File: src/hw/rtl/odbp_pkg.sv
`default_nettype none
package odbp_pkg;
  localparam int FRACTION_BITS_DEF = 16;
  localparam int FIFO_DEPTH = 2;

  typedef enum logic [2:0] {
    CFG_VOXEL_X = 3'd0,
    CFG_VOXEL_Y = 3'd1,
    CFG_VOXEL_Z = 3'd2,
    CFG_IN_FOV  = 3'd3,
    CFG_INIT    = 3'd4,
    CFG_COUNT   = 3'd5
  } cfg_idx_t;

  // event fields after the front checks
  typedef struct packed {
    logic        use_it;
    logic [31:0] ady;
    logic [31:0] adz;
    logic [30:0] pz;
    logic [30:0] pxy;
    logic signed [31:0] tw;
    logic signed [31:0] nrm;
  } work_t;
endpackage
`default_nettype wire

File: src/hw/rtl/odbp_fifo.sv
`default_nettype none
// short queue between front and back
module odbp_fifo (
  input  wire logic clk,
  input  wire logic rst_n,
  input  odbp_pkg::work_t d_in,
  input  wire logic in_valid,
  output logic      in_ready,
  output odbp_pkg::work_t d_out,
  output logic      out_valid,
  input  wire logic out_ready
);
  odbp_pkg::work_t mem_r [odbp_pkg::FIFO_DEPTH];
  logic wp_r, rp_r;
  logic [1:0] cnt_r;
  logic push, pop;

  assign in_ready = (cnt_r != 2'd2);
  assign out_valid = (cnt_r != 2'd0);
  assign push = in_valid && in_ready;
  assign pop = out_valid && out_ready;
  assign d_out = mem_r[rp_r];

  always_ff @(posedge clk) begin
    if (!rst_n) begin
      wp_r <= 1'b0; rp_r <= 1'b0; cnt_r <= '0;
    end else begin
      if (push) wp_r <= ~wp_r;
      if (pop) rp_r <= ~rp_r;
      cnt_r <= cnt_r + {1'b0, push} - {1'b0, pop};
    end
  end

  always_ff @(posedge clk) begin
    if (push) mem_r[wp_r] <= d_in;
  end

`ifndef ASSERT_OFF
  a_cnt: assert property (@(posedge clk) disable iff (!rst_n) cnt_r <= 2'd2)
    else $error("queue overflow");
  a_ptr: assert property (@(posedge clk) disable iff (!rst_n)
    (cnt_r == 2'd0 || cnt_r == 2'd2) |-> wp_r == rp_r) else $error("pointer mismatch");
  a_stay: assert property (@(posedge clk) disable iff (!rst_n)
    out_valid && !out_ready && !push |=> out_valid) else $error("queue lost entry");
`endif
endmodule
`default_nettype wire

File: config.mk
export PLATFORM = sky130hd
export DESIGN_NAME = odbp_fifo
export DESIGN_NICKNAME = d
export VERILOG_FILES = /design/src/hw/rtl/odbp_pkg.sv /design/src/hw/rtl/odbp_fifo.sv
export SDC_FILE = /design/constraint.sdc
export NUM_CORES = 1
export LEC_CHECK = 0
export ABC_AREA = 1
export BUFFER_PORTS_ARGS = -buffer_cell sky130_fd_sc_hd__buf_2
export CORE_UTILIZATION = 56
export CTS_CLUSTER_SIZE = 16
export DETAILED_ROUTE_END_ITERATION = 8
export PLACE_DENSITY = 0.86
export RECOVER_POWER = 50
export SYNTH_ARGS = -nofsm -noshare
export SYNTH_HDL_FRONTEND = slang
export SYNTH_SLANG_ARGS = --single-unit
File: constraint.sdc
create_clock -name clk -period 30.6 [get_ports clk]
set_input_delay 3.06 -clock clk [delete_from_list [all_inputs] [get_ports clk]]
set_output_delay 3.06 -clock clk [all_outputs]
set_load 0.02 [all_outputs]
**Yosys cells after proc, flatten, opt, wreduce, memory -nomap -nowiden**

Memories as Yosys holds them, arrays and structs flattened. A register that Yosys moved wholly into a read port is not among the register bits.
Index checks and enable logic that the tools add are counted.

- Register bits after elaboration: 4
- Word-level logic and storage cells: 16
- Memories kept: 1
- Memory bits (writable): 382

- $add $sub $neg: 2
- Equal/unequal tests: 1
- Muxes and demuxes: 4
- Reductions and logical operators: 3
- Bitwise operators: 2

Memory list:

| name | depth | width | rd ports | clocked after memory_dff | write ports | RTL line | source |
|---|---|---|---|---|---|---|---|
| mem_r | 2 | 191 | 1 | 1 | 1 | odbp_fifo.sv:13 | `odbp_pkg::work_t mem_r [odbp_pkg::FIFO_DEPTH];` |

Operator list:

| kind | number |
|---|---|
| $mux 1 | 4 |
| $add 2x1->2 | 1 |
| $logic_and 1x1->1 | 2 |
| $ne 2x2->1 const B | 1 |
| $not 1->1 | 2 |
| $reduce_bool 2->1 | 1 |
| $sub 2x1->2 | 1 |

**Logic depth before layout (Yosys ltp)**

- Word-level depth: 4
- Mapped depth: 11
- Mapped depth without buffers: 11

**Least setup slack after synthesis**

No wires, ideal clock.

- Kind: input to register
- Start: input port in_valid
- End: memory mem_r[0][0] in the netlist's numbering, enable pin
- Stages on the path: 2
- Setup time: 745 ps
- Buffers on the path: 0
- Required time: 29855 ps
- Arrival time: 11058 ps
- Setup slack: 18797 ps
- Path through: nand2_1 nor2_1

- Cells in the longest elaborated chain, start to end: 3

Ends and longest elaborated chain:

| item | RTL line | source |
|---|---|---|
| from (decl) | odbp_fifo.sv:7 | `input wire logic in_valid,` |
| $logic_and 1x1->1 | odbp_fifo.sv:20 | `assign push = in_valid && in_ready;` |
| $mux 1 | odbp_fifo.sv:35 | `if (push) mem_r[wp_r] <= d_in;` |
| $mux 1 (implied by the code) | odbp_fifo.sv:35 |  |
| to (decl) | odbp_fifo.sv:13 |  |

Every way passes these cells.

**Worst setup path after layout**

- Start: input port in_valid
- End: memory mem_r[1][47] in the netlist's numbering, enable pin

The elaborated chain is that of the path after synthesis.

==> results by group <==
Synth
  – Synth area leader: edfxtp_1
  – Number of flops mapped to enable cells by yosys: 382
  – Dominant cells by area after synthesis: edfxtp_1, mux2_2, clkbuf_8, dfxtp_1, nand2_1
  – Yosys cell types: 11
  – Synth Register Bits: 387
  – Post-synth top area share: 81.09%
  – Predominant post-synthesis flop cell: edfxtp_1
  – YS warnings: 0
  – Synth cell count leaders: edfxtp_1, mux2_2, clkbuf_8, nand2_1, nor2_1
  – Asr flop ratio synth: 0%
  – Seq/Total Area, Yosys: 81.80%
  – Mapped Nets: 827
  – Post-Syn Area: 0.01415 mm²
  – Count leader, synth: edfxtp_1
  – Mean Syn Cell Area: 22.45 µm²
  – Post-Syn Instances: 630

Timing
  – Fin crit period: 8.962 ns
  – FMAX: 0.1116 GHz
  – Final Skew: 0.01242 ns
  – Final setup fails: 0
  – Setup_tns: 0 ns
  – Final hold viol count: 0
  – Worst-margin pin slew: 5.135 ns
  – Pins Over Slew Limit: 235
  – Crit share post-route: 29.29%
  – Slew HR: -244.2%
  – RSZ-0062 raised after global routing: false

Drt
  – Drt total wl: 28.88 mm
  – 1st-iter DRT viols: 475
  – Final antenna-violating net count: 0
  – # DRC: 0
  – DRT Pass-1 Iters: 5
  – Via density: 5.316
  – Routed WL per cell: 20.72 µm
  – Vias after detailed routing: 7411

Outcome
  – Failing checks: capacitance limit, slew limit
  – Outcome: complete, but fails checks

GRT
  – Global routing usage on met1: 23.69%
  – Met3 usage: 6.534%
  – Global-route wire length before repair: 42.50 mm
  – Number of global-route vias before repair: 7864
  – Initial antenna violation count: 5
  – Met2 GRT Util: 40.01%
  – Tot GR Track Use: 21.78%
  – Most Used Layer, Global Route: met2
  – Gr ovfl total: 0
  – Largest net degree at the start of global routing: 115

Placed design
  – Placed cell area: 0.01627 mm²
  – I/O Buffers: 387
  – GPL Wtd Cong: 0.7845
  – DPL Wire Length: 18.77 mm

Clocking
  – Setup bufs post-CTS: 0
  – Clk_lat worst skew: 0.50 ns
  – H-Tree Depth: 2
  – CTS Root Cell: clkbuf_16
  – Clk pin slew, worst setup/hold paths: 0.06 ns
  – Clock Path Buffers: 3
  – Total CTS buffers: 38
  – Post_cts resized: 0
  – Cts hold-fix bufs: 0
  – Clk sinks: 387
  – CTS tree: yes

Layout
  – Syn-to-layout area delta: 22.20%
  – Area of the multi-input gates: 0.002265 mm²
  – Fin area: 0.01729 mm²
  – Ratio of cells with drive above 1 in the final layout: 50.84%
  – Fill cells: 1535
  – FF/Latch Area: 0.01157 mm²
  – Nets@finish: 1239

Power and ir drop
  – Worst vdd ir: 0.06106 mV
  – Pwr/cell area: 87.01 mW/mm²
  – Leak Pwr: 6.259 nW

Worst setup path
  – CP Data Required Time: 30.71 ns
  – Crit path launch type: input port
  – Path depth of the worst reg2reg path: 4
  – Arrival time worst endpoint: 9.08 ns
  – Crit path kind: input port to register
  – Max FO, Critical Path: 114
  – Crit end category: register

Floorplan
  – Initial Utilization: 57.66%
  – Die height: 160.9 µm
  – Row cnt: 57
  – CORE AREA: 0.02453 mm²
  – Die Footprint: 0.02590 mm²
  – Die X: 160.9 µm
  – IO Pins: 388

Min path
  – Hold Path Class: register to register
  – Hold path cells: 2

Run
  – Max_cap viols: 3
-- cell usage in the layout (no fill, tap or decap), drive strengths merged --
master,synthesis,routed
diode,0,2
inv,7,7
a21oi,2,2
nand3,3,3
dfxtp,5,5
clkbuf,19,137
edfxtp,382,382
nor2,8,8
clkinv,0,17
ha,2,2
mux2,191,191
bufinv,0,2
clkinvlp,0,1
nand2,9,9
buf,2,302
-- flip-flops by register name, summed over array words and instances, names as in the netlist, named ones only --
signal	count
mem_r	382
cnt_r	2
rp_r	1
wp_r	1
-- routing by layer --
metal,vias to the layer above,wire length (µm)
li1,3336,-
met2,355,15440
met1,3646,10010
met3,72,2547
met4,2,868
met5,-,10
-- worst max-delay path: stages --
cell	delay, ns
clkbuf_1	0.10
nand3_1	0.12
clkinvlp_2	3.76
buf_4	1.86
-- metrics by stage --
stage               hold slack, ns  power (mW)  setup slack [ns]  utilization (%)  instances
floorplan                   0.4675      0.9827             18.80                -        630
global placement            0.4886       1.068             25.09            66.30       1326
detailed placement          0.5292       1.080             25.07            66.30       1326
CTS                         0.5559       1.512             24.64            70.97       1392
global route                0.5853       1.558             21.04            70.46       1394
finish                      0.5537       1.504             21.64            70.46       1394
-- final timing paths --
path / start / to / slack, ns
setup / recovery: in_valid / mem_r[1][47] / 21.64
hold / removal: rp_r / register / 0.55
setup reg to reg: cnt_r[1] / mem_r[1][47] / 23.74
hold reg to reg: rp_r / register / 0.55
-- cell families (layout without fill, tap and decap cells) --
| group | after synthesis | after routing | share of synthesized area (%) |
|---|---|---|---|
| AOI/OAI and AO/OA | 2 | 2 | 0.07076 |
| adders and majority gates | 2 | 2 | 0.1769 |
| buffers and inverters | 28 | 466 | 2.194 |
| DFF | 387 | 387 | 81.80 |
| muxes | 191 | 191 | 15.20 |
| other | 0 | 2 | 0 |
| and+or+nand+nor | 20 | 20 | 0.5572 |
-- power breakdown --
part           internal [mW]  switching [mW]
Sequential             0.679          0.0250
Clock                  0.249           0.181
Combinational          0.138           0.233
Total                   1.07           0.438
-- layout make-up --
class	instances	share of cell area [%]
flip-flops and latches	387	66.96
multi-input cells	215	13.10
repair buffers	393	10.78
clock buffers	46	5.798
well taps	324	2.345
clock inverters	20	0.8324
inverters	7	0.1592
diodes	2	0.02895
No activity file was read; power rests on OpenSTA's default activity.
