File: src/hw/rtl/odbp_pkg.sv
`default_nettype none
package odbp_pkg;
  localparam int FRACTION_BITS_DEF = 16;
  localparam int FIFO_DEPTH = 2;

  typedef enum logic [2:0] {
    CFG_VOXEL_X = 3'd0,
    CFG_VOXEL_Y = 3'd1,
    CFG_VOXEL_Z = 3'd2,
    CFG_IN_FOV  = 3'd3,
    CFG_INIT    = 3'd4,
    CFG_COUNT   = 3'd5
  } cfg_idx_t;

  // event fields after the front checks
  typedef struct packed {
    logic        use_it;
    logic [31:0] ady;
    logic [31:0] adz;
    logic [30:0] pz;
    logic [30:0] pxy;
    logic signed [31:0] tw;
    logic signed [31:0] nrm;
  } work_t;
endpackage
`default_nettype wire

File: src/hw/rtl/odbp_if.sv
`default_nettype none
interface odbp_in_if;
  logic        valid;
  logic        ready;
  logic signed [31:0] plane_a, plane_b, plane_c, plane_d;
  logic signed [31:0] normal_a, normal_b, normal_c, normal_d;
  logic [30:0] pitch_xy, pitch_z;
  logic signed [31:0] time_weight, event_norm;
  modport source (output valid, plane_a, plane_b, plane_c, plane_d, normal_a, normal_b,
                  normal_c, normal_d, pitch_xy, pitch_z, time_weight, event_norm,
                  input ready);
  modport sink (input valid, plane_a, plane_b, plane_c, plane_d, normal_a, normal_b,
                normal_c, normal_d, pitch_xy, pitch_z, time_weight, event_norm,
                output ready);
endinterface

`default_nettype wire

File: src/hw/rtl/odbp_front.sv
`default_nettype none
// computes plane distances over several steps, pushes a work item
module odbp_front (
  input  wire logic clk,
  input  wire logic rst_n,
  odbp_in_if.sink   in_ch,
  input  wire logic signed [15:0] vx,
  input  wire logic signed [15:0] vy,
  input  wire logic signed [15:0] vz,
  input  wire logic fov,
  output odbp_pkg::work_t wk,
  output logic      wk_valid,
  input  wire logic wk_ready
);
  typedef enum logic [3:0] {
    S_IDLE = 4'b0001, S_MUL = 4'b0010, S_SUM = 4'b0100, S_OUT = 4'b1000
  } st_t;
  st_t st_r, st_nxt;
  logic [2:0] k_r;
  logic signed [31:0] pl_r [8];
  logic [30:0] pxy_r, pz_r;
  logic signed [31:0] tw_r, nrm_r;
  logic signed [49:0] prod_r [6];
  logic signed [51:0] dz_r, dy_r;
  logic signed [31:0] mul_a;
  logic signed [15:0] mul_b;
  logic [51:0] ady, adz;

  assign in_ch.ready = (st_r == S_IDLE);
  assign wk_valid = (st_r == S_OUT);

  // one multiplier, shared over six products
  always_comb begin
    case (k_r)
      3'd0: begin mul_a = pl_r[0]; mul_b = vx; end
      3'd1: begin mul_a = pl_r[1]; mul_b = vy; end
      3'd2: begin mul_a = pl_r[2]; mul_b = vz; end
      3'd3: begin mul_a = pl_r[4]; mul_b = vx; end
      3'd4: begin mul_a = pl_r[5]; mul_b = vy; end
      3'd5: begin mul_a = pl_r[6]; mul_b = vz; end
      default: begin mul_a = '0; mul_b = '0; end
    endcase
  end

  always_comb begin
    st_nxt = st_r;
    case (st_r)
      S_IDLE: if (in_ch.valid) st_nxt = S_MUL;
      S_MUL: if (k_r == 3'd5) st_nxt = S_SUM;
      S_SUM: st_nxt = S_OUT;
      S_OUT: if (wk_ready) st_nxt = S_IDLE;
      default: st_nxt = S_IDLE;
    endcase
  end

  always_ff @(posedge clk) begin
    if (!rst_n) begin
      st_r <= S_IDLE;
      k_r <= '0;
    end else begin
      st_r <= st_nxt;
      if (st_r == S_MUL) k_r <= k_r + 3'd1;
      else k_r <= '0;
    end
  end

  // payload capture and distance sums
  always_ff @(posedge clk) begin
    if (st_r == S_IDLE && in_ch.valid) begin
      pl_r[0] <= in_ch.plane_a;  pl_r[1] <= in_ch.plane_b;
      pl_r[2] <= in_ch.plane_c;  pl_r[3] <= in_ch.plane_d;
      pl_r[4] <= in_ch.normal_a; pl_r[5] <= in_ch.normal_b;
      pl_r[6] <= in_ch.normal_c; pl_r[7] <= in_ch.normal_d;
      pxy_r <= in_ch.pitch_xy; pz_r <= in_ch.pitch_z;
      tw_r <= in_ch.time_weight; nrm_r <= in_ch.event_norm;
    end
    if (st_r == S_MUL) prod_r[k_r] <= 50'(mul_a * mul_b);
    if (st_r == S_SUM) begin
      dz_r <= 52'(prod_r[0]) + 52'(prod_r[1]) + 52'(prod_r[2]) - 52'(pl_r[3]);
      dy_r <= 52'(prod_r[3]) + 52'(prod_r[4]) + 52'(prod_r[5]) - 52'(pl_r[7]);
    end
  end

  assign ady = dy_r[51] ? 52'(-dy_r) : dy_r;
  assign adz = dz_r[51] ? 52'(-dz_r) : dz_r;

  // classification
  always_comb begin
    wk.use_it = fov && (pxy_r != '0) && (pz_r != '0) && (ady <= 52'(pz_r))
                && (adz <= 52'(pxy_r)) && (nrm_r != '0);
    wk.ady = ady[31:0];
    wk.adz = adz[31:0];
    wk.pz = pz_r;
    wk.pxy = pxy_r;
    wk.tw = tw_r;
    wk.nrm = nrm_r;
  end

`ifndef ASSERT_OFF
  a_one_st: assert property (@(posedge clk) disable iff (!rst_n) $onehot(st_r))
    else $error("front state not one-hot");
  a_hold: assert property (@(posedge clk) disable iff (!rst_n)
    wk_valid && !wk_ready |=> wk_valid) else $error("work item dropped");
  a_k: assert property (@(posedge clk) disable iff (!rst_n)
    st_r != S_MUL |=> k_r == 3'd0 || st_r == S_MUL) else $error("product index stale");
`endif
endmodule
`default_nettype wire

File: src/flat_wrapper.sv
// flat-port wrapper written by rule: the top's interface ports become plain ports
module odbp_front_flat 
  (clk, rst_n, vx, vy, vz, fov, wk, wk_valid, wk_ready, in_ch_valid, in_ch_plane_a, in_ch_plane_b, in_ch_plane_c, in_ch_plane_d, in_ch_normal_a, in_ch_normal_b, in_ch_normal_c, in_ch_normal_d, in_ch_pitch_xy, in_ch_pitch_z, in_ch_time_weight, in_ch_event_norm, in_ch_ready);
  odbp_in_if in_ch_i ();
  input  wire logic clk;
  input  wire logic rst_n;
  input  wire logic signed [15:0] vx;
  input  wire logic signed [15:0] vy;
  input  wire logic signed [15:0] vz;
  input  wire logic fov;
  output odbp_pkg::work_t wk;
  output logic wk_valid;
  input  wire logic wk_ready;
  input wire logic [$bits(in_ch_i.valid)-1:0] in_ch_valid;
  input wire logic [$bits(in_ch_i.plane_a)-1:0] in_ch_plane_a;
  input wire logic [$bits(in_ch_i.plane_b)-1:0] in_ch_plane_b;
  input wire logic [$bits(in_ch_i.plane_c)-1:0] in_ch_plane_c;
  input wire logic [$bits(in_ch_i.plane_d)-1:0] in_ch_plane_d;
  input wire logic [$bits(in_ch_i.normal_a)-1:0] in_ch_normal_a;
  input wire logic [$bits(in_ch_i.normal_b)-1:0] in_ch_normal_b;
  input wire logic [$bits(in_ch_i.normal_c)-1:0] in_ch_normal_c;
  input wire logic [$bits(in_ch_i.normal_d)-1:0] in_ch_normal_d;
  input wire logic [$bits(in_ch_i.pitch_xy)-1:0] in_ch_pitch_xy;
  input wire logic [$bits(in_ch_i.pitch_z)-1:0] in_ch_pitch_z;
  input wire logic [$bits(in_ch_i.time_weight)-1:0] in_ch_time_weight;
  input wire logic [$bits(in_ch_i.event_norm)-1:0] in_ch_event_norm;
  output wire logic [$bits(in_ch_i.ready)-1:0] in_ch_ready;
  assign in_ch_i.valid = in_ch_valid;
  assign in_ch_i.plane_a = in_ch_plane_a;
  assign in_ch_i.plane_b = in_ch_plane_b;
  assign in_ch_i.plane_c = in_ch_plane_c;
  assign in_ch_i.plane_d = in_ch_plane_d;
  assign in_ch_i.normal_a = in_ch_normal_a;
  assign in_ch_i.normal_b = in_ch_normal_b;
  assign in_ch_i.normal_c = in_ch_normal_c;
  assign in_ch_i.normal_d = in_ch_normal_d;
  assign in_ch_i.pitch_xy = in_ch_pitch_xy;
  assign in_ch_i.pitch_z = in_ch_pitch_z;
  assign in_ch_i.time_weight = in_ch_time_weight;
  assign in_ch_i.event_norm = in_ch_event_norm;
  assign in_ch_ready = in_ch_i.ready;
  odbp_front u_core (.clk(clk), .rst_n(rst_n), .in_ch(in_ch_i), .vx(vx), .vy(vy), .vz(vz), .fov(fov), .wk(wk), .wk_valid(wk_valid), .wk_ready(wk_ready));
endmodule
File: config.mk
export PLATFORM = sky130hd
export DESIGN_NAME = odbp_front_flat
export DESIGN_NICKNAME = d
export VERILOG_FILES = /design/src/hw/rtl/odbp_pkg.sv /design/src/hw/rtl/odbp_if.sv /design/src/hw/rtl/odbp_front.sv /design/src/flat_wrapper.sv
export SDC_FILE = /design/constraint.sdc
export NUM_CORES = 2
export LEC_CHECK = 0
export CORE_MARGIN = 2
export CORE_UTILIZATION = 50
export DETAILED_ROUTE_END_ITERATION = 8
export DONT_BUFFER_PORTS = 1
export GPL_TIMING_DRIVEN = 1
export PLACE_DENSITY_LB_ADDON = 0.3
export SLEW_MARGIN = 20
export SYNTH_ARGS = -nofsm -noshare
export SYNTH_HDL_FRONTEND = slang
export SYNTH_SLANG_ARGS = --single-unit
File: constraint.sdc
create_clock -name clk -period 12.6 [get_ports clk]
set_input_delay 1.26 -clock clk [delete_from_list [all_inputs] [get_ports clk]]
set_output_delay 1.26 -clock clk [all_outputs]
set_load 0.005 [all_outputs]
# Word level (Yosys, flattened, before mapping)
# Memories as Yosys holds them, arrays and structs flattened.
# Index checks and enable logic that the tools add are counted.
totals:
  in_bits: 435
  register_bits: 237
  n_memories: 2
  mem_bits_rw: 556
op_classes:
  mux: 12
  add_sub_neg: 9
  n_lt_le_gt_ge: 2
  n_reduce_logical: 15
  eq_ne: 12
  multipliers: 1
memory_table:
  columns: ["memory", "words", "word_bits", "read_ports", "rd_ports_with_merged_regs", "write_ports", "line_no", "text"]
  rows:
  - ["u_core.prod_r", 6, 50, 6, 0, 1, "odbp_front.sv:23", "logic signed [49:0] prod_r [6];"]
  - ["u_core.pl_r", 8, 32, 8, 0, 8, "odbp_front.sv:20", "logic signed [31:0] pl_r [8];"]
ops:
  columns: ["operator", "n"]
  rows:
  - ["$pmux W32 S6", 1]
  - ["$add A51 B50 Y52", 2]
  - ["$le A52 B31 Y1", 2]
  - ["$mux W52", 2]
  - ["$neg A52 Y52", 2]
  - ["$sub A52 B32 Y52", 2]
  - ["$add A50 B50 Y51", 2]
  - ["$reduce_bool A31 Y1", 2]
  - ["$mul A32 B16 Y48", 1]
  - ["$pmux W16 S3", 1]
  - ["$reduce_bool A32 Y1", 1]
  - ["$pmux W4 S4", 1]
  - ["$mux W4", 3]
  - ["$eq A3 B2 Y1 const B", 2]
  - ["$eq A3 B3 Y1 const B", 2]
  - ["$logic_and A1 B1 Y1", 6]
  - ["$reduce_or A2 Y1", 3]
  - ["$eq A4 B1 Y1 const B", 1]
  - ["$eq A4 B2 Y1 const B", 1]
  - ["$eq A4 B3 Y1 const B", 1]
  - ["$eq A4 B4 Y1 const B", 1]
  - ["$mux W1", 4]
  - ["$ne A2 B1 Y1 const B", 2]
  - ["$add A3 B1 Y3 const B", 1]
  - ["5 further kinds", 5]

# Longest topological paths before layout
logic_depth:
  ltp_word: 6
  mapped_depth: 34
  mapped_depth_nobuf: 30

# Worst setup path after synthesis
# No wires, ideal clock.
synth_path:
  path_type: "flip-flop to flip-flop"
  startpoint: "reg u_core.st_r[2]"
  endpoint: "reg u_core.st_r[0]"
  n_path_buf: 0
  setup_slack_ns: 0.452
  setup_time_ns: 0.123
  stages_incl_launch_ff: 4
  required_ns: 12.477
  t_arrival_ns: 12.026
  period_less_slack_ns: 12.148
  cell_sequence: "dfxtp_1 > nor4b_1 > nor2_1 > a21o_1"
synth_via:
  elab_chain_len: 3
synth_rtl:
  columns: ["item", "line_no", "text"]
  rows:
  - ["from (decl)", "odbp_front.sv:18", "st_t st_r, st_nxt;"]
  - ["from (signal assigned)", "odbp_front.sv:61", "st_r <= st_nxt;"]
  - ["$eq A4 B2 Y1 (tied with other cells)", "odbp_front.sv:47", "case (st_r)"]
  - ["$ne A2 B1 Y1 (no source line) or $ne A2 B2 Y1 (tied branches)", null, null]
  - ["$reduce_and A3 Y1 (no source line)", null, null]
# Parallel ways exist; a longest one is shown, timed or not.
# A chain may end at the register's enable or synchronous reset.

# Worst setup path in the final report
layout_path:
  startpoint: "reg u_core.k_r[2]"
  endpoint: "mem u_core.prod_r[3][48] (data pin)"
layout_via:
  elab_chain_len: 4
layout_rtl:
  columns: ["item", "line_no", "text"]
  rows:
  - ["from (decl)", "odbp_front.sv:19", "logic [2:0] k_r;"]
  - ["from (signal assigned)", "odbp_front.sv:62", "if (st_r == S_MUL) k_r <= k_r + 3'd1;"]
  - ["$eq A3 B2 Y1 (tied with other cells)", "odbp_front.sv:34", "case (k_r)"]
  - ["$reduce_or A2 Y1 (no source line)", null, null]
  - ["$pmux W16 S3", "odbp_front.sv:34", null]
  - ["$mul A32 B16 Y48 (*)", "odbp_front.sv:77", "if (st_r == S_MUL) prod_r[k_r] <= 50'(mul_a * mul_b);"]
  - ["to (decl)", "odbp_front.sv:23", null]
# Every way passes the cells marked *; elsewhere a longest branch is shown, timed or not.

==> results.md <==
- DRC violation total after the first TritonRoute iteration: between 3000 and 4000
- Post-synthesis cell count: about 5200
- Maxcap violations: 0
- Proportion of synthesized flip-flops having asynchronous set or reset: 0%
- Share of the cycle needed by the critical path after routing: just over 80%
- Number of distinct library cell variants in the gate-level netlist after synthesis: 77
- Initial antenna violation count: 3
- CTS H-Tree Depth: 3
- Worst-case hold slack: between 500 and 600 ps
- Most common cell after layout, fill and taps aside: sky130_fd_sc_hd__inv_1
- Wire length after detailed routing: ~160000 µm
- Number of global-route vias before repair: 39800
- Wire length of the first global-routing pass: between 200000 and 250000 µm
- Clk_lat worst skew: a little over 700 ps
- F_max: about 97 MHz
- Number of buffers added on ports: 0
- Hold-fix buffers, CTS: 0
- CTS buffer count: 84
- Final-report hold violation count: 0
- Setup-violating endpoint count in the final report: 0
- Unrepaired setup endpoints after global routing: false
- Post-route DRC: 0
- Final HPWL from detailed placement: ~130000 µm
- Biggest cell delay along the critical path: about 970 ps
- Count of TritonRoute iterations in the first routing pass: 6
- Combined buffer and inverter count along the critical path: 6
- Avg Cell Area, Syn: between 10 and 15 µm²
- Number of max-slew violations in the final report: 0
- Number of top-level pins: roughly 630
- Total of cells resized after clock tree synthesis: 0
- Clock tree from TritonCTS: built
- Final critical path time including I/O delays and setup: just over 10000 ps
- CTS max path bufs: 3
- RePlAce Congestion: about 0.96
- Number of nets still failing antenna checks after routing: 0
- Run status: finished, final reports clean
- Critical path endpoint category: flop
- Initial cell density of the core: about half
- CP Class: flop to flop
- Critical-path cell with the highest stage delay: sky130_fd_sc_hd__dfxtp_4
- Per-cell via count in the routed design: approximately 5.7
- Fraction of final layout cells sized beyond drive strength 1: between 5 and 6%
- Core Rows: 124
- Crit Path Max Fanout: just under 80
- Aggregate global routing overflow: 0
- Yosys warning count: 0
- Startpoint class of the critical path: flop
- Class of the most critical hold timing path: flop to flop
- TNS Setup: 0 ps
- Clk pin slew, worst setup/hold paths: roughly 60 ps
- Cell area after synthesis: ~58000 µm²
- Count of flip-flops with a built-in enable after synthesis: ~770
- Combined global-route utilization of all metal layers: a little over a quarter
- CP most frequent cell: sky130_fd_sc_hd__fa_1
- Total die area: 118000 µm²
- Sequential fraction of the synthesis area: just over 40%
- Worst clock skew: between 30 and 40 ps
- Die Y: 344 µm
- Largest net degree at the start of global routing: between 100 and 150
- Root Buffer Master: sky130_fd_sc_hd__clkbuf_16
- Die Span X: ~340 µm
- Vias after detailed routing: roughly 38000
- Final-stage net count: around 6600
- Flop and latch count out of synthesis: approximately 780
- Nets in the synthesized netlist: 6576
- Slew at the pin with the worst max-slew slack: 1170 ps
- Most common flop cell mapped by yosys: sky130_fd_sc_hd__edfxtp_1
- Worst slew slack as a fraction of its limit: a little over a fifth
- Post-CTS setup repair buffer count: 0
- Commonest non-fill, non-tap cells in the layout: sky130_fd_sc_hd__inv_1 (1065), sky130_fd_sc_hd__edfxtp_1 (774), sky130_fd_sc_hd__fa_1 (681)
- Family of cells with the greatest summed delay on the critical path: adder cells
- Data required, critical path: between 10000 and 15000 ps
- Clock tree sinks: around 780
- WL/cell: roughly 24 µm
- Floorplan Core Area: 115000 µm²
- Arrival @ worst endpoint: 10670 ps
- Area delta synth->final: 8.17%
==> through the flow <==
stage	setup slack, ps	utilization [%]	cell area, µm²	cells
floorplan	452	-	57800	5178
global placement	2490	52.2	59700	6607
detailed placement	2310	52.2	59700	6607
CTS	2280	54.6	62500	6761
global route	1700	54.6	62500	6762
finish	2250	54.6	62600	6765
==> final cells by class <==
class | count | area (µm²)
Fill cell | 9658 | 51900
Clock inverter | 46 | 626
Tap cell | 1512 | 1890
Inverter | 1065 | 4000
Antenna cell | 4 | 10.0
Clock buffer | 108 | 2190
Multi-Input combinational cell | 3198 | 30100
Timing Repair Buffer | 51 | 395
Sequential cell | 781 | 23400
==> routing by layer <==
metal,vias up,global-route usage [%],routed length [µm]
li1,17100,-,-
met1,19000,33.9,62700
met2,1707,45.7,76100
met3,372,6.50,13800
met4,2,12.5,8340
met5,-,0,13
==> path summary, 6_finish.rpt <==
check / start / end / cells past startpoint / slack [ps]
max: u_core.k_r[2]$_SDFF_PN0_ / u_core.prod_r[3][48]$_DFFE_PP_ / 28 / 2250
min: u_core.k_r[0]$_SDFF_PN0_ / u_core.k_r[0]$_SDFF_PN0_ / 1 / 590
max reg2reg: u_core.k_r[2]$_SDFF_PN0_ / u_core.prod_r[3][48]$_DFFE_PP_ / 28 / 2250
min reg2reg: u_core.k_r[0]$_SDFF_PN0_ / u_core.k_r[0]$_SDFF_PN0_ / 1 / 590
==> synthesized netlist by cell type, types with 49 or more instances <==
master,number,share of area [%]
sky130_fd_sc_hd__nor2_1,400,2.6
sky130_fd_sc_hd__a21o_1,93,1.2
sky130_fd_sc_hd__nor4_1,49,0.53
sky130_fd_sc_hd__nand2_1,455,3.0
sky130_fd_sc_hd__inv_1,1065,6.9
sky130_fd_sc_hd__xnor2_1,148,2.2
sky130_fd_sc_hd__nand3_1,75,0.65
sky130_fd_sc_hd__fa_1,681,24
sky130_fd_sc_hd__o21ai_0,116,1.0
sky130_fd_sc_hd__ha_1,282,6.1
sky130_fd_sc_hd__a21oi_1,196,1.7
sky130_fd_sc_hd__edfxtp_1,774,40
sky130_fd_sc_hd__clkbuf_1,114,0.74
==> logic make-up (layout without fill, tap and decap cells) <==
kind of cell,Yosys count,in the layout,synth area share [%]
other cells,0,4,0
compound gates,713,713,8.11
buf+inv,1199,1270,7.80
simple gates,1277,1277,10.1
mux,52,52,1.00
fa+ha+maj,963,963,29.7
flops,781,781,40.4
xor+xnor,193,193,2.92
==> sequential cells by signal, indices dropped and copies added, names as in the netlist <==
signal	count
u_core.prod_r	288
u_core.pl_r	256
u_core.dy_r	52
u_core.dz_r	52
u_core.nrm_r	32
u_core.tw_r	32
u_core.pxy_r	31
u_core.pz_r	31
u_core.st_r	4
u_core.k_r	3
Power is left out: the tool's default activity adds up to more than one toggle a clock period on the data nets, which glitch-free logic cannot reach.
