## src/hw/rtl/odbp_pkg.sv

```systemverilog
`default_nettype none
package odbp_pkg;
  localparam int FRACTION_BITS_DEF = 16;
  localparam int FIFO_DEPTH = 2;

  typedef enum logic [2:0] {
    CFG_VOXEL_X = 3'd0,
    CFG_VOXEL_Y = 3'd1,
    CFG_VOXEL_Z = 3'd2,
    CFG_IN_FOV  = 3'd3,
    CFG_INIT    = 3'd4,
    CFG_COUNT   = 3'd5
  } cfg_idx_t;

  // event fields after the front checks
  typedef struct packed {
    logic        use_it;
    logic [31:0] ady;
    logic [31:0] adz;
    logic [30:0] pz;
    logic [30:0] pxy;
    logic signed [31:0] tw;
    logic signed [31:0] nrm;
  } work_t;
endpackage
`default_nettype wire

```

## src/hw/rtl/odbp_if.sv

```systemverilog
`default_nettype none


interface odbp_out_if;
  logic valid;
  logic ready;
  logic signed [31:0] coefficient;
  logic run_last;
  modport source (output valid, coefficient, run_last, input ready);
  modport sink (input valid, coefficient, run_last, output ready);
endinterface
`default_nettype wire

```

## src/hw/rtl/odbp_back.sv

```systemverilog
`default_nettype none
// ratios, root, scaled divide, then accumulate
module odbp_back #(
  parameter int FRACTION_BITS = odbp_pkg::FRACTION_BITS_DEF
) (
  input  wire logic clk,
  input  wire logic rst_n,
  input  odbp_pkg::work_t wk,
  input  wire logic wk_valid,
  output logic      wk_ready,
  input  wire logic signed [31:0] init_coef,
  input  wire logic [23:0] ev_count,
  odbp_out_if.source out_ch
);
  localparam int RW = 32 + FRACTION_BITS;   // ratio dividend width
  localparam int SW = 2 * RW + 2;           // sum of squares width
  localparam int RTW = SW / 2;              // root width
  localparam int PW = 32 + FRACTION_BITS + 2; // product width
  localparam int QW = FRACTION_BITS + 1;    // ratio width, ratios never exceed one
  localparam int CW = 7;

  typedef enum logic [6:0] {
    B_IDLE = 7'b0000001, B_DIVY = 7'b0000010, B_DIVZ = 7'b0000100,
    B_SQ = 7'b0001000, B_ROOT = 7'b0010000, B_DIVC = 7'b0100000,
    B_OUT = 7'b1000000
  } bst_t;
  bst_t st_r, st_nxt;

  odbp_pkg::work_t w_r;
  logic [CW-1:0] cnt_r;
  // shared restoring divider
  logic [RW-1:0] q_r;
  logic [RW:0] rem_r;
  logic [QW-1:0] ry_r, rz_r;
  logic [RW:0] rem_sh;
  logic [RW-1:0] dvs;
  // root
  logic [SW-1:0] sq_r, root_rem_r;
  logic [RTW-1:0] root_r;
  logic [SW-1:0] trial;
  logic [SW-1:0] rr_sh;
  logic [2*QW-1:0] sq_a, sq_p;
  // contribution
  logic neg_r, is_zero_r;
  logic [FRACTION_BITS+1:0] fac;
  logic [31:0] tw_mag;
  logic [PW-1:0] cprod;
  logic [PW-1:0] crem_sh;
  logic [PW-1:0] cq_r;
  logic [PW:0] crem_r;
  logic [31:0] nrm_mag;
  // accumulate
  logic [23:0] ecnt_r;
  logic signed [31:0] acc_r;
  logic signed [63:0] contrib, base, sum;
  logic [23:0] ecnt_inc;
  logic last;
  logic signed [31:0] sumsat;

  assign wk_ready = (st_r == B_IDLE);
  assign dvs = (st_r == B_DIVY) ? RW'(w_r.pz) : RW'(w_r.pxy);
  assign rem_sh = {rem_r[RW-1:0], q_r[RW-1]};
  assign sq_a = (st_r == B_SQ && cnt_r == '0) ? (2*QW)'(ry_r) : (2*QW)'(rz_r);
  assign sq_p = sq_a * sq_a;
  assign rr_sh = {root_rem_r[SW-3:0], sq_r[SW-1:SW-2]};
  assign trial = SW'({root_r, 2'b01});
  assign fac = (FRACTION_BITS+2)'(1 << FRACTION_BITS) - (FRACTION_BITS+2)'(root_r);
  assign tw_mag = w_r.tw[31] ? 32'(-w_r.tw) : 32'(w_r.tw);
  assign cprod = PW'(tw_mag) * PW'(fac);
  assign nrm_mag = w_r.nrm[31] ? 32'(-w_r.nrm) : 32'(w_r.nrm);
  assign crem_sh = {crem_r[PW-2:0], cq_r[PW-1]};

  always_comb begin
    st_nxt = st_r;
    case (st_r)
      B_IDLE: if (wk_valid) st_nxt = wk.use_it ? B_DIVY : B_OUT;
      B_DIVY: if (cnt_r == CW'(RW-1)) st_nxt = B_DIVZ;
      B_DIVZ: if (cnt_r == CW'(RW-1)) st_nxt = B_SQ;
      B_SQ: if (cnt_r == CW'(2)) st_nxt = B_ROOT;
      B_ROOT: if (cnt_r == CW'(RTW-1)) st_nxt = B_DIVC;
      B_DIVC: if (cnt_r == CW'(PW) || is_zero_r) st_nxt = B_OUT;
      B_OUT: if (!out_ch.valid || out_ch.ready) st_nxt = B_IDLE;
      default: st_nxt = B_IDLE;
    endcase
  end

  always_ff @(posedge clk) begin
    if (!rst_n) st_r <= B_IDLE;
    else st_r <= st_nxt;
  end

  // datapath
  always_ff @(posedge clk) begin
    if (st_r != st_nxt) cnt_r <= '0;
    else cnt_r <= cnt_r + CW'(1);
    case (st_r)
      B_IDLE: begin
        w_r <= wk;
        q_r <= {wk.ady, FRACTION_BITS'(0)};
        rem_r <= '0;
        is_zero_r <= 1'b0;
      end
      B_DIVY, B_DIVZ: begin
        if (cnt_r == CW'(RW-1)) begin
          // last quotient bit, then load the second dividend
          rem_r <= '0;
          q_r <= {w_r.adz, FRACTION_BITS'(0)};
          if (st_r == B_DIVY) ry_r <= QW'({q_r[RW-2:0], rem_sh >= {1'b0, dvs}});
          else rz_r <= QW'({q_r[RW-2:0], rem_sh >= {1'b0, dvs}});
        end else if (rem_sh >= {1'b0, dvs}) begin
          rem_r <= rem_sh - {1'b0, dvs};
          q_r <= {q_r[RW-2:0], 1'b1};
        end else begin
          rem_r <= rem_sh;
          q_r <= {q_r[RW-2:0], 1'b0};
        end
      end
      B_SQ: begin
        // squares of ratios, one per cycle, then sum
        if (cnt_r == '0) sq_r <= SW'(sq_p);
        else if (cnt_r == CW'(1)) sq_r <= sq_r + SW'(sq_p);
        root_r <= '0;
        root_rem_r <= '0;
      end
      B_ROOT: begin
        if (rr_sh >= trial) begin
          root_rem_r <= rr_sh - trial;
          root_r <= {root_r[RTW-2:0], 1'b1};
        end else begin
          root_rem_r <= rr_sh;
          root_r <= {root_r[RTW-2:0], 1'b0};
        end
        sq_r <= {sq_r[SW-3:0], 2'b00};
      end
      B_DIVC: begin
        if (cnt_r == '0) begin
          if (root_r >= RTW'(1 << FRACTION_BITS)) is_zero_r <= 1'b1;
          neg_r <= w_r.tw[31] ^ w_r.nrm[31];
          cq_r <= cprod;
          crem_r <= '0;
        end else begin
          if (crem_sh >= PW'(nrm_mag)) begin
            crem_r <= {1'b0, crem_sh - PW'(nrm_mag)};
            cq_r <= {cq_r[PW-2:0], 1'b1};
          end else begin
            crem_r <= {1'b0, crem_sh};
            cq_r <= {cq_r[PW-2:0], 1'b0};
          end
        end
      end
      default: ;
    endcase
  end

  // divider runs PW steps after its setup cycle, unless the root is at least one, which ends it early
  always_comb begin
    if (!w_r.use_it || is_zero_r) contrib = '0;
    else contrib = neg_r ? -64'(cq_r) : 64'(cq_r);
    base = (ecnt_r == '0) ? 64'(init_coef) : 64'(acc_r);
    sum = base + contrib;
    if (sum > 64'sd2147483647) sumsat = 32'sh7fffffff;
    else if (sum < -64'sd2147483648) sumsat = 32'sh80000000;
    else sumsat = sum[31:0];
    ecnt_inc = ecnt_r + 24'd1;
    last = (ecnt_inc >= ev_count) || (ecnt_inc == '0);
  end

  // result register and accumulator
  always_ff @(posedge clk) begin
    if (!rst_n) begin
      out_ch.valid <= 1'b0;
      ecnt_r <= '0;
      acc_r <= '0;
    end else begin
      if (st_r == B_OUT && (!out_ch.valid || out_ch.ready)) begin
        out_ch.valid <= 1'b1;
        out_ch.coefficient <= sumsat;
        out_ch.run_last <= last;
        ecnt_r <= last ? '0 : ecnt_inc;
        acc_r <= last ? init_coef : sumsat;
      end else if (out_ch.valid && out_ch.ready) begin
        out_ch.valid <= 1'b0;
      end
    end
  end

`ifndef ASSERT_OFF
  a_one: assert property (@(posedge clk) disable iff (!rst_n) $onehot(st_r))
    else $error("back state not one-hot");
  a_last: assert property (@(posedge clk) disable iff (!rst_n)
    out_ch.valid && out_ch.ready && out_ch.run_last |=> ecnt_r == '0 || $past(st_r) == B_OUT)
    else $error("run did not restart");
  a_idle: assert property (@(posedge clk) disable iff (!rst_n)
    st_r == B_OUT && out_ch.valid && !out_ch.ready |=> st_r == B_OUT)
    else $error("result overwritten");
`endif
endmodule
`default_nettype wire

```

## src/flat_wrapper.sv

```systemverilog
// flat-port wrapper written by rule: the top's interface ports become plain ports
module odbp_back_flat 
#(
  parameter int FRACTION_BITS = odbp_pkg::FRACTION_BITS_DEF
)
  (clk, rst_n, wk, wk_valid, wk_ready, init_coef, ev_count, out_ch_valid, out_ch_coefficient, out_ch_run_last, out_ch_ready);
  odbp_out_if out_ch_i ();
  input  wire logic clk;
  input  wire logic rst_n;
  input  odbp_pkg::work_t wk;
  input  wire logic wk_valid;
  output logic wk_ready;
  input  wire logic signed [31:0] init_coef;
  input  wire logic [23:0] ev_count;
  output wire logic [$bits(out_ch_i.valid)-1:0] out_ch_valid;
  output wire logic [$bits(out_ch_i.coefficient)-1:0] out_ch_coefficient;
  output wire logic [$bits(out_ch_i.run_last)-1:0] out_ch_run_last;
  input wire logic [$bits(out_ch_i.ready)-1:0] out_ch_ready;
  assign out_ch_valid = out_ch_i.valid;
  assign out_ch_coefficient = out_ch_i.coefficient;
  assign out_ch_run_last = out_ch_i.run_last;
  assign out_ch_i.ready = out_ch_ready;
  odbp_back #(.FRACTION_BITS(FRACTION_BITS)) u_core (.clk(clk), .rst_n(rst_n), .wk(wk), .wk_valid(wk_valid), .wk_ready(wk_ready), .init_coef(init_coef), .ev_count(ev_count), .out_ch(out_ch_i));
endmodule
```

## config.mk

```make
export PLATFORM = sky130hd
export DESIGN_NAME = odbp_back_flat
export DESIGN_NICKNAME = d
export VERILOG_FILES = /design/src/hw/rtl/odbp_pkg.sv /design/src/hw/rtl/odbp_if.sv /design/src/hw/rtl/odbp_back.sv /design/src/flat_wrapper.sv
export SDC_FILE = /design/constraint.sdc
export NUM_CORES = 2
export LEC_CHECK = 0
export BUFFER_PORTS_ARGS = -buffer_cell sky130_fd_sc_hd__buf_2
export CAP_MARGIN = 20
export CORE_MARGIN = 10
export CORE_UTILIZATION = 58
export CTS_CLUSTER_DIAMETER = 100
export CTS_CLUSTER_SIZE = 12
export DETAILED_ROUTE_END_ITERATION = 6
export PLACE_DENSITY = 0.82
export SYNTH_ARGS = -nofsm -noshare
export SYNTH_HDL_FRONTEND = slang
export SYNTH_SLANG_ARGS = --single-unit
```

## constraint.sdc

```tcl
create_clock -name clk -period 10.6 [get_ports clk]
set_input_delay 2.12 -clock clk [delete_from_list [all_inputs] [get_ports clk]]
set_output_delay 2.12 -clock clk [all_outputs]
set_load 0.02 [all_outputs]
```

; ---- After elaboration in Yosys (flattened, before gate mapping)
; Index checks and enable logic that the tools add are counted.
; Widths: inputs -> output; s select.
[op_classes]
add_sub_neg = 11
n_mul = 2
div_mod_pow = 0
order_cmp = 7
n_eq_ne = 16
shift = 0
n_mux = 41
bitwise_logic = 2
n_reduce_logical = 23
[ops]
columns = cell, count
row1 = $mux 98, 2
row2 = $pmux 98 s2, 1
row3 = $mux 64, 3
row4 = $pmux 48 s2, 2
row5 = $pmux 96 s2, 1
row6 = $mux 32, 5
row7 = $mux 48, 3
row8 = $add 98x34->98, 1
row9 = $ge 98x51->1, 1
row10 = $pmux 49 s2, 1
row11 = $mux 96, 1
row12 = $sub 96x51->96, 1
row13 = $add 64x64->64, 1
row14 = $gt 64x32->1 const B, 1
row15 = $lt 64x32->1 const B, 1
row16 = $neg 32->32, 2
row17 = $neg 50->64, 1
row18 = $mux 7, 8
row19 = $ge 50x32->1, 1
row20 = $mul 32x18->50, 1
row21 = $mux 50, 1
row22 = $ge 49x17->1 const B, 1
row23 = $ge 49x31->1, 1
row24 = $mux 49, 1
row25 = other kinds (34), 60
[word_totals]
ff_bits = 737
latchBits = 0
ramBits = 0
romBits = 0
inputBits = 251
output_inout_bits = 35
word_cells = 126
n_memories = 0

; ---- Logic depth before layout (Yosys ltp)
[depth]
word_depth = 8
mapped_depth = 46

; ---- Worst setup path after synthesis
; No wires, ideal clock.
[synth_path]
path_type = reg2reg
start = reg u_core.cnt_r[4]
end = reg u_core.sq_r[95] (data pin)
setup_time_ps = 267
t_arrival_ps = 10540
t_required_ps = 10333
path_slack_ps = -207
stages_incl_launch_ff = 43
path_buffers = 4
period_less_slack_ps = 10807
path_cell_list = dfxtp_1 -> clkbuf_1 -> nor4b_1 -> and2_1 -> nand2_1 -> clkbuf_1 -> buf_1 -> mux2_2 -> clkbuf_1 -> nand2_1 -> inv_1 -> fa_1 -> inv_1 -> fa_1 -> fa_1 -> inv_1 -> fa_1 -> fa_1 -> (+7 left out) -> a221o_1 -> a21oi_1 -> a21oi_1 -> o21bai_1 -> o21ai_0 -> or2_2 -> a21oi_1 -> xnor2_1 -> ha_1 -> nand3_1 -> or2_2 -> a21oi_1 -> o21ai_0 -> a2111oi_0 -> nand2_1 -> nor3_1 -> xnor2_1 -> o21ai_0
[synth_between]
elab_chain_len = 8
[synth_rtl]
columns = element, line_no
row1 = start: declaration, odbp_back.sv:30  ; logic [CW-1:0] cnt_r;
row2 = start signal: assignment, odbp_back.sv:95  ; else cnt_r <= cnt_r + CW'(1);
row3 = $logic_not 7->1 *, "odbp_back.sv:63, odbp_back.sv:120"
row4 = $logic_and 1x1->1, odbp_back.sv:63  ; assign sq_a = (st_r == B_SQ && cnt_r == '0) ? (2*QW)'(ry_r) : (2*QW)'(rz_r);
row5 = $mux 17, odbp_back.sv:63
row6 = $mul 34x34->34, odbp_back.sv:64  ; assign sq_p = sq_a * sq_a;
row7 = $add 98x34->98, odbp_back.sv:121  ; else if (cnt_r == CW'(1)) sq_r <= sq_r + SW'(sq_p);
row8 = $mux 98, odbp_back.sv:121
row9 = $mux 98 *, odbp_back.sv:120  ; if (cnt_r == '0) sq_r <= SW'(sq_p);
row10 = $pmux 98 s2 *, odbp_back.sv:96  ; case (st_r)
row11 = end signal: assignment, odbp_back.sv:120
row12 = end signal: assignment, odbp_back.sv:121
row13 = end signal: assignment, odbp_back.sv:133  ; sq_r <= {sq_r[SW-3:0], 2'b00};
row14 = end: declaration, odbp_back.sv:38  ; logic [SW-1:0] sq_r, root_rem_r;
; Mark *: on every way between the ends. The rest lies on a longest branch, timed or not. The select of a mux whose other input is x is not followed.
; A chain may end at the register's enable or synchronous reset.

; ---- Final worst setup path
[layout_path]
start = reg u_core.w_r[32] (netlist bit)
end = reg u_core.cq_r[49] (data pin)
[layout_between]
elab_chain_len = 4
[layout_rtl]
columns = element, line_no
row1 = start: declaration, odbp_back.sv:29  ; odbp_pkg::work_t w_r;
row2 = start signal: assignment, odbp_back.sv:98  ; w_r <= wk;
row3 = $neg 32->32, odbp_back.sv:68  ; assign tw_mag = w_r.tw[31] ? 32'(-w_r.tw) : 32'(w_r.tw);
row4 = $mux 32 *, odbp_back.sv:68
row5 = $mul 32x18->50 *, odbp_back.sv:69  ; assign cprod = PW'(tw_mag) * PW'(fac);
row6 = $mux 50 *, odbp_back.sv:136  ; if (cnt_r == '0) begin
row7 = end signal: assignment, odbp_back.sv:139  ; cq_r <= cprod;
row8 = end signal: assignment, odbp_back.sv:144  ; cq_r <= {cq_r[PW-2:0], 1'b1};
row9 = end signal: assignment, odbp_back.sv:147  ; cq_r <= {cq_r[PW-2:0], 1'b0};
row10 = end: declaration, odbp_back.sv:49  ; logic [PW-1:0] cq_r;
; Mark *: on every way between the ends. The rest lies on a longest branch, timed or not.

==> impl_metrics.yaml <==
layout:
  finalNonFillerCells: 9952
  layout.nets: 9646
  area_growth_pct: 8.20
  drive_above_1_share_pct: 8.41
critical_path:
  timing.rr.start: "u_core.w_r[32]"
  crit_required_ns: 11.04
  worstSetupEndpointType: "flop"
  path_common_cell: "fa_1"
  path_max_fanout: 13
  critical_path_class: "reg -> reg"
  crit_buf_inv: 6
  slowest_delay_ns: 0.79
  arrival_ns: 10.60
  slowest_stage: "a2111oi_0"
  start_kind: "flop"
  crit_family: "adder cells"
  critPathLaunch: "u_core.w_r[32]"
power:
  p_comb_share_pct: 37.2
  ir_drop_mv: 0.213
  netSwitchingPower_mw: 3.57
  pwr-share-clk_pct: 25.4
  pwr-share-seq_pct: 37.4
  p_leak_nw: 35.6
  p_sw_share_pct: 37.2
  pwr_density_cell_mw_per_mm2: 120
  internal-power_mw: 6.04
place:
  hpwl_um: 152000
  gp_congestion: 0.971
  numPortBuffers: 285
  place_ws_ns: -0.295
  placed_cells: 9817
drt:
  dr_wl_met2_um: 92900
  met3_length_um: 18700
  wirelength_um: 198000
  drc: 0
  top_layer_used: "met5"
  vias: 60500
  ant_nets: 0
  routed_via_density: 6.08
  wl_per_cell_um: 19.9
  wl_met1_um: 80500
  dr.pass1.iters: 7
  drt_iter0_drc: 5824
cts:
  worstSkewPairLatency_ns: 0.71
  htree_num_levels: 3
  clk_pin_slew_ns: 0.06
  holdBufCountCts: 0
  clock_sink_count: 737
  cts.path.max_buffers: 3
  cts_tree: "built"
  cts_root_buf: "clkbuf_16"
  cts_made_buffers: 72
synthesis:
  netlist_instances: 8080
  synthTopCellsByArea: "edfxtp_1 (27%), fa_1 (18%), ha_1 (8.0%)"
  synth_cell_types: 89
  ys_async_sr_fraction_pct: 0
  yosysWarnings: 0
  netlist_area_mm2: 0.0741
  synth-seq-area-share_pct: 28.9
  netlist.area_leader.share_pct: 27.0
  syn-mean-instance-area_um2: 9.17
  synth_nets: 9482
  synth_edf_count: 666
  synth_top_flop_cell: "edfxtp_1"
  synth_top_area_cell: "edfxtp_1"
  synth-seq-cells: 737
global_route:
  antenna_found_initial: 13
  grt_max_degree: 146
  grt_pass1_vias: 61000
  grt_pass1_wl_um: 320000
  grt_usage_pct: 27.5
  grt_overflow_total: 0
worst_hold_path:
  hp-class: "reg -> reg"
  min_from: "u_core.q_r[8]"
timing:
  hold_viol: 0
  setup_viol: 0
  drv_slew: 0
  skew_ns: 0.0601
  tightest_slew_ns: 1.17
  fin_crit_ns: 10.16
  layout_setup_ws_ns: 0.441
  slew_headroom_pct: 21.1
  fin_crit_sh_pct: 95.8
  setup_tns_ns: 0
  fmax_mhz: 98.4
die:
  io_pins: 286
  core_region_area_mm2: 0.127
  die_h_um: 377
  initial_core_util_pct: 58.2
  dieArea_mm2: 0.142
  rows: 131
  die_w_um: 377
flow_run:
  max_cap_viol_count: 0
status:
  status: "finished clean"
## synthesized netlist by cell type, types with 64 or more instances
cell type / n
nor3_1: 101
a21o_1: 165
a21oi_1: 443
xnor2_1: 252
o21ai_0: 400
mux2i_1: 132
nand4_1: 100
o31ai_1: 69
fa_1: 675
nor2b_1: 89
nand2_1: 1022
dfxtp_1: 71
nor2_1: 694
inv_1: 942
edfxtp_1: 666
ha_1: 476
clkbuf_1: 322
xor2_1: 247
nor4_1: 67
and2_1: 91
nand2b_1: 64
nand3_1: 170
## flip-flops by register name, summed over array words and instances (netlist names), 17 cells and up
name and cells:
u_core.root_rem_r 96, u_core.q_r 48, u_core.sq_r 98, u_core.root_r 49, u_core.w_r 159, u_core.ecnt_r 24
u_core.cq_r 50, u_core.rem_r 48, u_core.acc_r 32, u_core.out_ch.coefficient 32, u_core.rz_r 17, u_core.ry_r 17
u_core.crem_r 49
## timing repair
item,4_1_cts,5_1_grt
endpoints found under the setup margin,46,74
cloned,0,0
pin swaps,1,14
resized for setup,6,51
buffers inserted,1,4
## power groups by stage
stage	clock [mW]	sequential [mW]	combinational, mW
finish	2.44	3.59	3.58
global route	2.58	3.61	3.94
CTS	2.47	3.59	3.49
detailed placement	0	3.65	3.47
global placement	0	3.64	3.36
floorplan	0	3.64	2.45
## cells by family (layout without fill, tap and decap cells)
| group | count (synthesis) | in the layout | share of synthesized area (%) |
|---|---|---|---|
| other | 0 | 5 | 0 |
| xor gates and xnor gates | 501 | 501 | 5.96 |
| buffers and inverters | 1298 | 1503 | 6.61 |
| adders and majority gates | 1151 | 1151 | 26.3 |
| muxes | 175 | 175 | 2.44 |
| and+or+nand+nor | 2673 | 2673 | 16.6 |
| DFF | 737 | 737 | 28.9 |
| AOI/OAI and AO/OA | 1545 | 1545 | 13.2 |
## layer usage
layer | vias up | global-route usage (%)
li1 | 27900 | -
met1 | 29300 | 36.3
met2 | 2801 | 45.3
met3 | 480 | 5.89
met4 | 20 | 8.18
met5 | - | 0
## layout make-up
type	count	area (um2)
inverters	952	3590
well taps	1662	2080
multi-input cells	6045	48200
fillers	10300	47000
flip-flops and latches	737	21400
clock inverters	9	144
clock buffers	106	1950
diodes	5	12.5
repair buffers	436	2730
## cell usage in the layout, fill, tap and decap left out, drive strengths merged, types with 32 or more instances in the layout
cell type	count
nand2	1022
inv	949
nor2	694
fa	675
edfxtp	666
ha	476
a21oi	444
buf	436
o21ai	403
xnor2	253
xor2	248
nand3	170
a21o	165
mux2i	132
clkbuf	106
nor3	101
nand4	100
and2	92
nor2b	89
dfxtp	71
o31ai	69
nor4	68
nand2b	64
or3	61
and3	61
o21a	51
a31oi	44
a211oi	43
mux2	43
or4	42
o21bai	40
or2	36
a22oi	34
o311ai	32
## final timing paths
kind / end / slack (ns) / cells past startpoint
min: u_core.ry_r[9] / 0.47 / 0
min reg2reg: u_core.ry_r[9] / 0.47 / 0
max: u_core.cq_r[49] / 0.44 / 33
max reg2reg: u_core.cq_r[49] / 0.44 / 33
## metrics by stage
step | hold WS, ns | utilization, % | power, mW | instance area, um2
floorplan | 0.436 | - | 6.09 | 74100
global placement | 0.452 | 61.0 | 7.00 | 77500
detailed placement | 0.456 | 61.0 | 7.12 | 77600
CTS | 0.476 | 62.7 | 9.56 | 79700
global route | 0.496 | 63.0 | 10.1 | 80100
finish | 0.470 | 63.0 | 9.61 | 80100
No activity file was read; power rests on OpenSTA's default activity.
